--- src/rtl/core/mns_pkg.sv ---
// ----------------------------------------------------------------------------
// mns_pkg
// Shared types, constants and the note-value conversion for the melody
// note sequencer.
// ----------------------------------------------------------------------------
package mns_pkg;

   localparam int MNS_MAX_NOTES = 64;

   localparam int FREQ_W    = 16;
   localparam int LEN_W     = 16;
   localparam int TIME_W    = 32;
   localparam int POS_W     = 6;
   localparam int CSR_W     = 16;
   localparam int CSR_IDX_W = 2;

   // register indexes
   localparam logic [CSR_IDX_W-1:0] CSR_WHOLE_NOTE = 2'd0;
   localparam logic [CSR_IDX_W-1:0] CSR_GAP        = 2'd1;
   localparam logic [CSR_IDX_W-1:0] CSR_LOOP_EN    = 2'd2;
   localparam logic [CSR_IDX_W-1:0] CSR_LOOP_GAP   = 2'd3;

   localparam logic [LEN_W-1:0] WHOLE_NOTE_RST = 16'd2000;
   localparam logic [LEN_W-1:0] GAP_RST        = 16'd10;
   localparam logic [LEN_W-1:0] LOOP_GAP_RST   = 16'd1000;

   // item kinds
   localparam logic MODE_ADD  = 1'b0;
   localparam logic MODE_POLL = 1'b1;

   localparam logic [FREQ_W-1:0] REST_LIMIT = 16'd31;
   localparam logic [LEN_W-1:0]  CODE_LIMIT = 16'd10;

   typedef struct packed {
      logic [LEN_W-1:0] whole_note_ms;
      logic [LEN_W-1:0] gap_ms;
      logic             loop_enable;
      logic [LEN_W-1:0] loop_gap_ms;
   } cfg_type;

   typedef enum logic [1:0] {
      SEQ_IDLE,
      SEQ_READ,
      SEQ_EMIT
   } seq_state_type;

   // Note-value code to milliseconds; products wrap at 16 bits before the shift.
   function automatic logic [LEN_W-1:0] code_to_ms(input logic [3:0]       code,
                                                   input logic [LEN_W-1:0] whole);
      logic [LEN_W-1:0] w2;
      logic [LEN_W-1:0] w3;
      logic [LEN_W-1:0] w5;
      logic [LEN_W-1:0] w7;
      logic [LEN_W-1:0] res;
      w2 = whole << 1;
      w3 = whole + (whole << 1);
      w5 = whole + (whole << 2);
      w7 = (whole << 3) - whole;
      case (code)
         4'd0: res = w2;
         4'd1: res = whole;
         4'd2: res = w7 >> 3;
         4'd3: res = w3 >> 2;
         4'd4: res = w5 >> 3;
         4'd5: res = whole >> 1;
         4'd6: res = w3 >> 3;
         4'd7: res = whole >> 2;
         4'd8: res = whole >> 3;
         4'd9: res = whole >> 4;
         default: res = {{(LEN_W-4){1'b0}}, code};
      endcase
      return res;
   endfunction

endpackage

--- src/rtl/core/mns_ram.sv ---
// ----------------------------------------------------------------------------
// mns_ram
// Generic single-clock RAM, one write port and one read port, registered read.
// ----------------------------------------------------------------------------
module mns_ram #(
   parameter int WIDTH = 32,
   parameter int DEPTH = 64,
   parameter int ADDR_W = (DEPTH > 1) ? $clog2(DEPTH) : 1
) (
   input  logic              clock,
   input  logic              we,
   input  logic [ADDR_W-1:0] waddr,
   input  logic [WIDTH-1:0]  wdata,
   input  logic              re,
   input  logic [ADDR_W-1:0] raddr,
   output logic [WIDTH-1:0]  rdata
);

   logic [WIDTH-1:0] mem_ff [DEPTH];
   logic [WIDTH-1:0] rdata_ff;

   always_ff @(posedge clock) begin
      if (we) begin
         mem_ff[waddr] <= wdata;
      end
      if (re) begin
         rdata_ff <= mem_ff[raddr];
      end
   end

   assign rdata = rdata_ff;

endmodule

--- src/rtl/core/mns_len_conv.sv ---
// ----------------------------------------------------------------------------
// mns_len_conv
// Turns an incoming note length into milliseconds (codes below ten are
// note values scaled from the whole-note length).
// ----------------------------------------------------------------------------
module mns_len_conv
   import mns_pkg::*;
(
   input  logic [LEN_W-1:0] note_length,
   input  logic [LEN_W-1:0] whole_note_ms,
   output logic [LEN_W-1:0] length_ms
);

   always_comb begin
      if (note_length < CODE_LIMIT) begin
         length_ms = code_to_ms(note_length[3:0], whole_note_ms);
      end else begin
         length_ms = note_length;
      end
   end

endmodule

--- src/rtl/core/mns_seq.sv ---
// ----------------------------------------------------------------------------
// mns_seq
// Sequencer: note count, play position and finish time, table access and
// the result register.
// ----------------------------------------------------------------------------
module mns_seq
   import mns_pkg::*;
#(
   parameter int MAX_NOTES = MNS_MAX_NOTES,
   parameter int IDX_W = (MAX_NOTES > 1) ? $clog2(MAX_NOTES) : 1
) (
   input  logic                clock,
   input  logic                reset,
   input  cfg_type             cfg,
   input  logic                req_valid,
   output logic                req_ready,
   input  logic                req_mode,
   input  logic [FREQ_W-1:0]   req_freq,
   input  logic [LEN_W-1:0]    req_len_ms,
   input  logic [TIME_W-1:0]   req_now,
   output logic                mem_we,
   output logic [IDX_W-1:0]    mem_waddr,
   output logic [FREQ_W+LEN_W-1:0] mem_wdata,
   output logic                mem_re,
   output logic [IDX_W-1:0]    mem_raddr,
   input  logic [FREQ_W+LEN_W-1:0] mem_rdata,
   output logic                rsp_valid,
   input  logic                rsp_ready,
   output logic [FREQ_W-1:0]   rsp_freq,
   output logic [LEN_W-1:0]    rsp_tone_ms,
   output logic [POS_W-1:0]    rsp_pos
);

   localparam int CNT_W = $clog2(MAX_NOTES + 1);
   localparam logic [CNT_W-1:0] CNT_MAX = CNT_W'(MAX_NOTES);
   localparam logic [CNT_W-1:0] CNT_ONE = CNT_W'(1);

   seq_state_type     state_ff, state_in;
   logic [CNT_W-1:0]  total_ff, total_in;
   logic [CNT_W-1:0]  play_ff, play_in;
   logic [TIME_W-1:0] finish_ff, finish_in;
   logic [TIME_W-1:0] now_ff, now_in;
   logic [IDX_W-1:0]  slot_ff, slot_in;
   logic              out_valid_ff, out_valid_in;
   logic [FREQ_W-1:0] out_freq_ff, out_freq_in;
   logic [LEN_W-1:0]  out_tone_ff, out_tone_in;
   logic [POS_W-1:0]  out_pos_ff, out_pos_in;

   logic [FREQ_W-1:0] rd_freq;
   logic [LEN_W-1:0]  rd_len;
   logic [LEN_W-1:0]  tone_ms;
   logic [CNT_W-1:0]  play_next;
   logic              out_free;
   logic              load_out;

   assign rd_freq   = mem_rdata[FREQ_W-1:0];
   assign rd_len    = mem_rdata[FREQ_W+LEN_W-1:FREQ_W];
   assign tone_ms   = (rd_len > cfg.gap_ms) ? (rd_len - cfg.gap_ms) : '0;
   assign play_next = play_ff + CNT_ONE;
   assign out_free  = !out_valid_ff || rsp_ready;

   assign req_ready = (state_ff == SEQ_IDLE);
   assign mem_waddr = total_ff[IDX_W-1:0];
   assign mem_wdata = {req_len_ms, req_freq};
   assign mem_raddr = play_ff[IDX_W-1:0];

   always_comb begin
      state_in  = state_ff;
      total_in  = total_ff;
      play_in   = play_ff;
      finish_in = finish_ff;
      now_in    = now_ff;
      slot_in   = slot_ff;
      mem_we    = 1'b0;
      mem_re    = 1'b0;
      load_out  = 1'b0;
      case (state_ff)
         SEQ_IDLE: begin
            if (req_valid) begin
               if (req_mode == MODE_ADD) begin
                  if (total_ff < CNT_MAX) begin
                     mem_we   = 1'b1;
                     total_in = total_ff + CNT_ONE;
                  end
               end else if (play_ff < total_ff && req_now >= finish_ff) begin
                  mem_re   = 1'b1;
                  now_in   = req_now;
                  slot_in  = play_ff[IDX_W-1:0];
                  state_in = SEQ_READ;
               end
            end
         end
         SEQ_READ: begin
            if (cfg.loop_enable && play_next >= total_ff) begin
               play_in   = '0;
               finish_in = now_ff + TIME_W'(rd_len) + TIME_W'(cfg.loop_gap_ms);
            end else begin
               play_in   = play_next;
               finish_in = now_ff + TIME_W'(rd_len);
            end
            if (rd_freq < REST_LIMIT) begin
               state_in = SEQ_IDLE;
            end else if (out_free) begin
               load_out = 1'b1;
               state_in = SEQ_IDLE;
            end else begin
               state_in = SEQ_EMIT;
            end
         end
         SEQ_EMIT: begin
            // read data is held, no read since the access
            if (out_free) begin
               load_out = 1'b1;
               state_in = SEQ_IDLE;
            end
         end
         default: begin
            state_in = SEQ_IDLE;
         end
      endcase

      out_valid_in = out_valid_ff && !rsp_ready;
      out_freq_in  = out_freq_ff;
      out_tone_in  = out_tone_ff;
      out_pos_in   = out_pos_ff;
      if (load_out) begin
         out_valid_in = 1'b1;
         out_freq_in  = rd_freq;
         out_tone_in  = tone_ms;
         out_pos_in   = POS_W'(slot_ff);
      end
   end

   always_ff @(posedge clock) begin
      if (reset) begin
         state_ff     <= SEQ_IDLE;
         total_ff     <= '0;
         play_ff      <= '0;
         finish_ff    <= '0;
         out_valid_ff <= 1'b0;
      end else begin
         state_ff     <= state_in;
         total_ff     <= total_in;
         play_ff      <= play_in;
         finish_ff    <= finish_in;
         out_valid_ff <= out_valid_in;
      end
      now_ff      <= now_in;
      slot_ff     <= slot_in;
      out_freq_ff <= out_freq_in;
      out_tone_ff <= out_tone_in;
      out_pos_ff  <= out_pos_in;
   end

   assign rsp_valid   = out_valid_ff;
   assign rsp_freq    = out_freq_ff;
   assign rsp_tone_ms = out_tone_ff;
   assign rsp_pos     = out_pos_ff;

`ifndef NO_ASSERTIONS
   a_no_rw_overlap: assert property (@(posedge clock) disable iff (reset)
      !(mem_we && mem_re))
      else $error("table written and read in the same cycle");

   a_play_in_range: assert property (@(posedge clock) disable iff (reset)
      play_ff <= total_ff)
      else $error("play position beyond note count");

   a_total_bound: assert property (@(posedge clock) disable iff (reset)
      total_ff <= CNT_MAX)
      else $error("note count beyond table depth");

   a_read_follows_access: assert property (@(posedge clock) disable iff (reset)
      (state_ff == SEQ_READ) |-> $past(mem_re))
      else $error("read state without a table access");

   a_load_when_free: assert property (@(posedge clock) disable iff (reset)
      load_out |-> out_free)
      else $error("result register overwritten while waiting");
`endif

endmodule

--- src/rtl/core/melody_note_sequencer_core.sv ---
// ----------------------------------------------------------------------------
// melody_note_sequencer_core
// Note table sequencer: stores notes, steps through them on time polls and
// issues one tone start per sounded note.
// ----------------------------------------------------------------------------
// Use:
//   req_ channel carries an item: tuser = mode (0 add, 1 poll), tdata holds
//   note_frequency, note_length and now_ms. An add stores the note at the end
//   of the table (ignored when full). A poll whose now_ms has reached the
//   finish time steps to the next note; a sounded note yields one rsp_ item.
//   rsp_ tdata holds tone_frequency, tone_length_ms and note_position.
//   csr_ port: write csr_wdata to register csr_index when csr_we is high,
//   only while the block is idle.
// Steps:
//   An add writes the table from idle. A poll that steps issues the table
//   read; the read state sees the registered RAM data, updates the finish
//   time and loads the result register, or waits in the emit state until it
//   frees, as the RAM has one read port. A load shows on rsp_ the cycle after.
// Reset: note count, play position and finish time clear, registers take
//   their defaults; the table itself is not cleared (no clearing pass).
// Stall: a result waits in the output register while rsp_tready is low and
//   adds or polls are still taken; a second result waits inside the core,
//   holding off req_tready, until the register frees.
// ----------------------------------------------------------------------------
module melody_note_sequencer_core
   import mns_pkg::*;
#(
   parameter int MAX_NOTES = MNS_MAX_NOTES
) (
   input  logic                 clock,
   input  logic                 reset,
   // request items
   input  logic                 req_tvalid,
   output logic                 req_tready,
   input  logic [63:0]          req_tdata,   // note_frequency, note_length, now_ms
   input  logic [0:0]           req_tuser,   // mode
   // result items
   output logic                 rsp_tvalid,
   input  logic                 rsp_tready,
   output logic [39:0]          rsp_tdata,   // tone_frequency, tone_length_ms,
                                             // note_position, zero pad
   // register writes
   input  logic                 csr_we,
   input  logic [CSR_IDX_W-1:0] csr_index,
   input  logic [CSR_W-1:0]     csr_wdata
);

   localparam int IDX_W = (MAX_NOTES > 1) ? $clog2(MAX_NOTES) : 1;
   localparam int ROW_W = FREQ_W + LEN_W;

   // configuration registers
   logic [LEN_W-1:0] whole_note_ff, whole_note_in;
   logic [LEN_W-1:0] gap_ff, gap_in;
   logic             loop_en_ff, loop_en_in;
   logic [LEN_W-1:0] loop_gap_ff, loop_gap_in;
   cfg_type          cfg;

   always_comb begin
      whole_note_in = whole_note_ff;
      gap_in        = gap_ff;
      loop_en_in    = loop_en_ff;
      loop_gap_in   = loop_gap_ff;
      if (csr_we) begin
         case (csr_index)
            CSR_WHOLE_NOTE: whole_note_in = csr_wdata;
            CSR_GAP:        gap_in        = csr_wdata;
            CSR_LOOP_EN:    loop_en_in    = csr_wdata[0];
            CSR_LOOP_GAP:   loop_gap_in   = csr_wdata;
            default: begin
            end
         endcase
      end
   end

   always_ff @(posedge clock) begin
      if (reset) begin
         whole_note_ff <= WHOLE_NOTE_RST;
         gap_ff        <= GAP_RST;
         loop_en_ff    <= 1'b0;
         loop_gap_ff   <= LOOP_GAP_RST;
      end else begin
         whole_note_ff <= whole_note_in;
         gap_ff        <= gap_in;
         loop_en_ff    <= loop_en_in;
         loop_gap_ff   <= loop_gap_in;
      end
   end

   assign cfg.whole_note_ms = whole_note_ff;
   assign cfg.gap_ms        = gap_ff;
   assign cfg.loop_enable   = loop_en_ff;
   assign cfg.loop_gap_ms   = loop_gap_ff;

   // request fields
   logic [FREQ_W-1:0] req_freq;
   logic [LEN_W-1:0]  req_length;
   logic [TIME_W-1:0] req_now;
   logic [LEN_W-1:0]  req_len_ms;

   assign req_freq   = req_tdata[15:0];
   assign req_length = req_tdata[31:16];
   assign req_now    = req_tdata[63:32];

   mns_len_conv u_len_conv (
      .note_length   (req_length),
      .whole_note_ms (whole_note_ff),
      .length_ms     (req_len_ms)
   );

   // note table, row = {length, frequency}
   logic             mem_we;
   logic [IDX_W-1:0] mem_waddr;
   logic [ROW_W-1:0] mem_wdata;
   logic             mem_re;
   logic [IDX_W-1:0] mem_raddr;
   logic [ROW_W-1:0] mem_rdata;

   mns_ram #(
      .WIDTH (ROW_W),
      .DEPTH (MAX_NOTES),
      .ADDR_W(IDX_W)
   ) u_note_ram (
      .clock (clock),
      .we    (mem_we),
      .waddr (mem_waddr),
      .wdata (mem_wdata),
      .re    (mem_re),
      .raddr (mem_raddr),
      .rdata (mem_rdata)
   );

   logic [FREQ_W-1:0] rsp_freq;
   logic [LEN_W-1:0]  rsp_tone_ms;
   logic [POS_W-1:0]  rsp_pos;

   mns_seq #(
      .MAX_NOTES(MAX_NOTES),
      .IDX_W    (IDX_W)
   ) u_seq (
      .clock      (clock),
      .reset      (reset),
      .cfg        (cfg),
      .req_valid  (req_tvalid),
      .req_ready  (req_tready),
      .req_mode   (req_tuser[0]),
      .req_freq   (req_freq),
      .req_len_ms (req_len_ms),
      .req_now    (req_now),
      .mem_we     (mem_we),
      .mem_waddr  (mem_waddr),
      .mem_wdata  (mem_wdata),
      .mem_re     (mem_re),
      .mem_raddr  (mem_raddr),
      .mem_rdata  (mem_rdata),
      .rsp_valid  (rsp_tvalid),
      .rsp_ready  (rsp_tready),
      .rsp_freq   (rsp_freq),
      .rsp_tone_ms(rsp_tone_ms),
      .rsp_pos    (rsp_pos)
   );

   assign rsp_tdata = {2'b00, rsp_pos, rsp_tone_ms, rsp_freq};

endmodule

--- config.mk ---
export PLATFORM = sky130hd
export DESIGN_NAME = melody_note_sequencer_core
export DESIGN_NICKNAME = d
export VERILOG_FILES = /design/src/rtl/core/mns_pkg.sv /design/src/rtl/core/mns_ram.sv /design/src/rtl/core/mns_len_conv.sv /design/src/rtl/core/mns_seq.sv /design/src/rtl/core/melody_note_sequencer_core.sv
export SDC_FILE = /design/constraint.sdc
export NUM_CORES = 2
export LEC_CHECK = 0
export ABC_AREA = 1
export BUFFER_PORTS_ARGS = -buffer_cell sky130_fd_sc_hd__buf_4
export CAP_MARGIN = 20
export CORE_ASPECT_RATIO = 0.8
export CORE_UTILIZATION = 45
export DETAILED_ROUTE_END_ITERATION = 10
export PLACE_DENSITY = 0.7
export SLEW_MARGIN = 25
export SYNTH_ARGS = -nofsm -noshare
export SYNTH_HDL_FRONTEND = slang
export SYNTH_SLANG_ARGS = --single-unit
--- constraint.sdc ---
create_clock -name clock -period 4.3 [get_ports clock]
set_input_delay 0.215 -clock clock [delete_from_list [all_inputs] [get_ports clock]]
set_output_delay 0.215 -clock clock [all_outputs]
set_load 0.005 [all_outputs]
==> summary.txt <==
Setup path
  • Worst EP required: 4.73 ns
  • Crit-path cells: inv_1 -> ha_1 -> inv_1 -> nor4_1 -> dlygate4sd3_1 -> buf_4 -> inv_1 -> nor2_1 -> nand2_1 -> buf_4 -> nor2_4 -> buf_4
  • Crit-path max FO: 32
  • CP max stage delay: 0.58 ns
  • R2R depth: 12
  • Reg2reg end: u_note_ram.mem_ff[52][21]
  • Buf/Inv on CP: 7
  • Cell family with most CP delay: buffers and inverters
  • CP Capture Type: flop
  • Reg2reg start: u_seq.state_ff[0]
  • Crit path depth: 12
  • CP max-delay cell: dlygate4sd3_1
  • Setup slack, reg-to-reg: 0.46 ns
  • Crit Path Class: flop to flop
  • CP Launch Type: flop
  • Critical Path AT: 4.27 ns
  • CP endpoint: u_note_ram.mem_ff[52][21]
  • Worst Setup SP: u_seq.state_ff[0]

Route
  • Drt pass-1 iters: 8
  • Vias: 62700
  • Routed wire per std cell: 26.8 um
  • Antenna viol nets, final: 0
  • Post-route met1 wirelength: 111 mm
  • Detail Route met2 WL: 121 mm
  • Drt drc: 0
  • Met3 WL: 30.7 mm
  • DR top layer: met4
  • Routed WL: 271 mm
  • Vias per cell: 6.21
  • Initial DRC Count: 8494

Synthesis
  • Synth area leader: edfxtp_1
  • Synthesized area per cell: 13.1 sq um
  • Share of Yosys cell area claimed by the top area cell type: 70.2%
  • Cell area after synthesis: 92200 sq um
  • Post-synth top flop: edfxtp_1
  • Ys Warns: 0
  • Post-synth top cells: edfxtp_1, a21oi_1, nand2_1, o221ai_1, o21ai_0
  • Seq/Total Area, Yosys: 72.4%
  • Post-synth cell types: 47
  • Number of flops mapped to enable cells by yosys: 2156
  • Synth top area cells: edfxtp_1, a21oi_1, o221ai_1
  • Post-synthesis register bit count: 2254
  • Most frequent cell after synthesis: edfxtp_1
  • Cells after synthesis: 7056
  • Async set-or-reset flop fraction in the synthesized netlist: 0%

CTS
  • CTS resizes: 0
  • H-tree depth: 4
  • Clk buf depth: 3
  • Clock Sinks: 2254
  • Setup Buffers After CTS: 0
  • Clk Latency, worst-skew pair: 0.87 ns
  • CTS Buf Count: 201
  • Clock slew at reported path FFs: 0.06 ns
  • CTS root buffer: clkbuf_16
  • CTS tree: done

Timing
  • Slew HR: 32.8%
  • Final Cycle Share: 89.3%
  • Fin. Hold Viols: 0
  • Final setup viols: 0
  • Clk_skew: 0.0766 ns
  • Fin Hold WS: 0.0904 ns
  • Fmax: 260 MHz
  • Max-slew violations: 0
  • Worst Max-Slew Pin Slew: 1.01 ns
  • Setup_tns: 0 ns
  • RSZ-0062 raised after global routing: no
  • Min Tclk post-route: 3.84 ns

Power and ir drop
  • PD cells: 470 nW/um^2
  • VDD IR max: 0.418 mV
  • Leakage power: 35.0 nW

Floorplanning
  • CORE AREA: 204000 sq um
  • DIE AREA: 207000 sq um
  • Die H: 407 um
  • Row cnt: 148
  • Ports: 130
  • Starting Density: 45.3%
  • Die extent in x: 508 um

GRT
  • Total grt overflow: 0
  • First-pass GRT wire length: 395 mm
  • Pin count of the biggest net entering global routing: 152
  • Vias in the first global route: 59500
  • GRT Total Usage: 25.7%
  • Initial antenna violation count: 3

Layout
  • Final net count: 7457
  • Fin area: 105000 sq um
  • Layout cell share with drive strength beyond 1: 10.5%
  • Layout area overhead: 13.5%

Hold path
  • Worst hold-check path type: primary input to flop

Placement
  • IO buf count: 127
  • Gpl congestion: 0.927
  • Post-DP HPWL: 156 mm
  • Placed inst area: 97500 sq um

Outcome
  • Status: finished clean

Run
  • Max_cap viols: 0
-- power by group --
part | leakage, nW | switching, W | internal [W]
sequential | 20.2 | 0.000227 | 0.0244
combinational | 11.7 | 0.00489 | 0.00202
clock | 3.10 | 0.00811 | 0.00944
-- layout by cell type, fill, tap and decap left out, drive strengths merged, types with 3 or more instances in the layout --
master / n
edfxtp: 2156
a21oi: 1202
nand2: 1021
o221ai: 518
o21ai: 387
nand3: 315
buf: 315
inv: 294
clkbuf: 256
nor2: 245
ha: 139
dfxtp: 98
clkinv: 96
dlygate4sd3: 76
xor2: 38
nor3: 36
nand4: 26
o211ai: 25
o22ai: 23
xnor2: 16
or2: 13
a21o: 12
bufinv: 10
a31oi: 9
nor4: 8
o2111ai: 8
nand3b: 7
a221oi: 6
a211oi: 6
o21bai: 6
o31ai: 5
o21a: 5
fa: 5
clkinvlp: 5
diode: 3
-- layer usage --
| layer | up-vias | track usage (%) |
|---|---|---|
| li1 | 27200 | - |
| met2 | 4003 | 38.6 |
| met1 | 31000 | 37.4 |
| met3 | 426 | 5.15 |
| met5 | - | 0 |
| met4 | 0 | 8.68 |
-- repair_timing --
item                                    in CTS  in global routing
endpoints found under the hold margin      998                  0
endpoints found under the setup margin       0                  0
hold buffers                                76                  0
-- cell type report --
cell class | count | area [sq um]
Antenna cell | 3 | 7.51
Clock buffer | 256 | 5340
Clock inverter | 115 | 1030
Fill cell | 16700 | 98900
Inverter | 290 | 1110
Multi-Input combinational cell | 4087 | 23300
Sequential cell | 2254 | 66700
Tap cell | 2700 | 3380
Timing Repair Buffer | 391 | 3730
-- logic make-up after synthesis --
| family | count (synthesis) | synth area share, % |
|---|---|---|
| and+or+nand+nor | 1673 | 7.68 |
| DFF | 2254 | 72.4 |
| adders and majority gates | 144 | 2.00 |
| buffers and inverters | 716 | 3.00 |
| xor gates and xnor gates | 54 | 0.513 |
| other | 1 | 0.00407 |
| AOI/OAI and AO/OA | 2214 | 14.4 |
-- metrics by stage --
step | total power, W | cells | util [%] | setup WS (ns)
final | 0.0491 | 10100 | 51.4 | 0.460
after global routing | 0.0507 | 10100 | 51.4 | 0.230
after CTS | 0.0491 | 10100 | 51.4 | 0.477
after detailed placement | 0.0318 | 9646 | 47.9 | 0.590
after global placement | 0.0317 | 9646 | 47.9 | 0.552
after floorplan | 0.0292 | 7057 | - | 0.205
-- worst min path at each step --
| stage | slack [ns] | end | cells past startpoint | start |
|---|---|---|---|---|
| finish | 0.09 | u_note_ram.mem_ff[60][22] | 4 | req_tdata[22] |
| global route | 0.08 | u_note_ram.mem_ff[54][21] | 3 | req_tdata[21] |
| CTS | 0.04 | u_note_ram.mem_ff[22][29] | 4 | req_tdata[29] |
| detailed placement | 0.41 | u_seq.rsp_pos[2] | 0 | u_seq.slot_ff[2] |
| global placement | 0.41 | u_seq.now_ff[23] | 1 | req_tdata[55] |
| floorplan | 0.31 | u_note_ram.mem_ff[0][0] | 0 | req_tdata[0] |
-- flip-flops by register name, indices dropped and copies added (netlist names), 16 cells and up --
name and count:
u_seq.rsp_tone_ms 16, u_seq.finish_ff 32, loop_gap_ff 16, gap_ff 16, whole_note_ff 16, u_note_ram.mem_ff 2048, u_seq.rsp_freq 16, u_seq.now_ff 32
u_note_ram.rdata 32
-- worst reg2reg max path, cell delays in order (launching register included) --
cell and delay (ns):
dfxtp_1 0.33, inv_1 0.08, ha_1 0.26, inv_1 0.18, nor4_1 0.24, dlygate4sd3_1 0.58, buf_4 0.14, inv_1 0.09
nor2_1 0.24, nand2_1 0.32, buf_4 0.32, nor2_4 0.10, buf_4 0.56
Note: power is estimated with default switching activity, not from simulation.
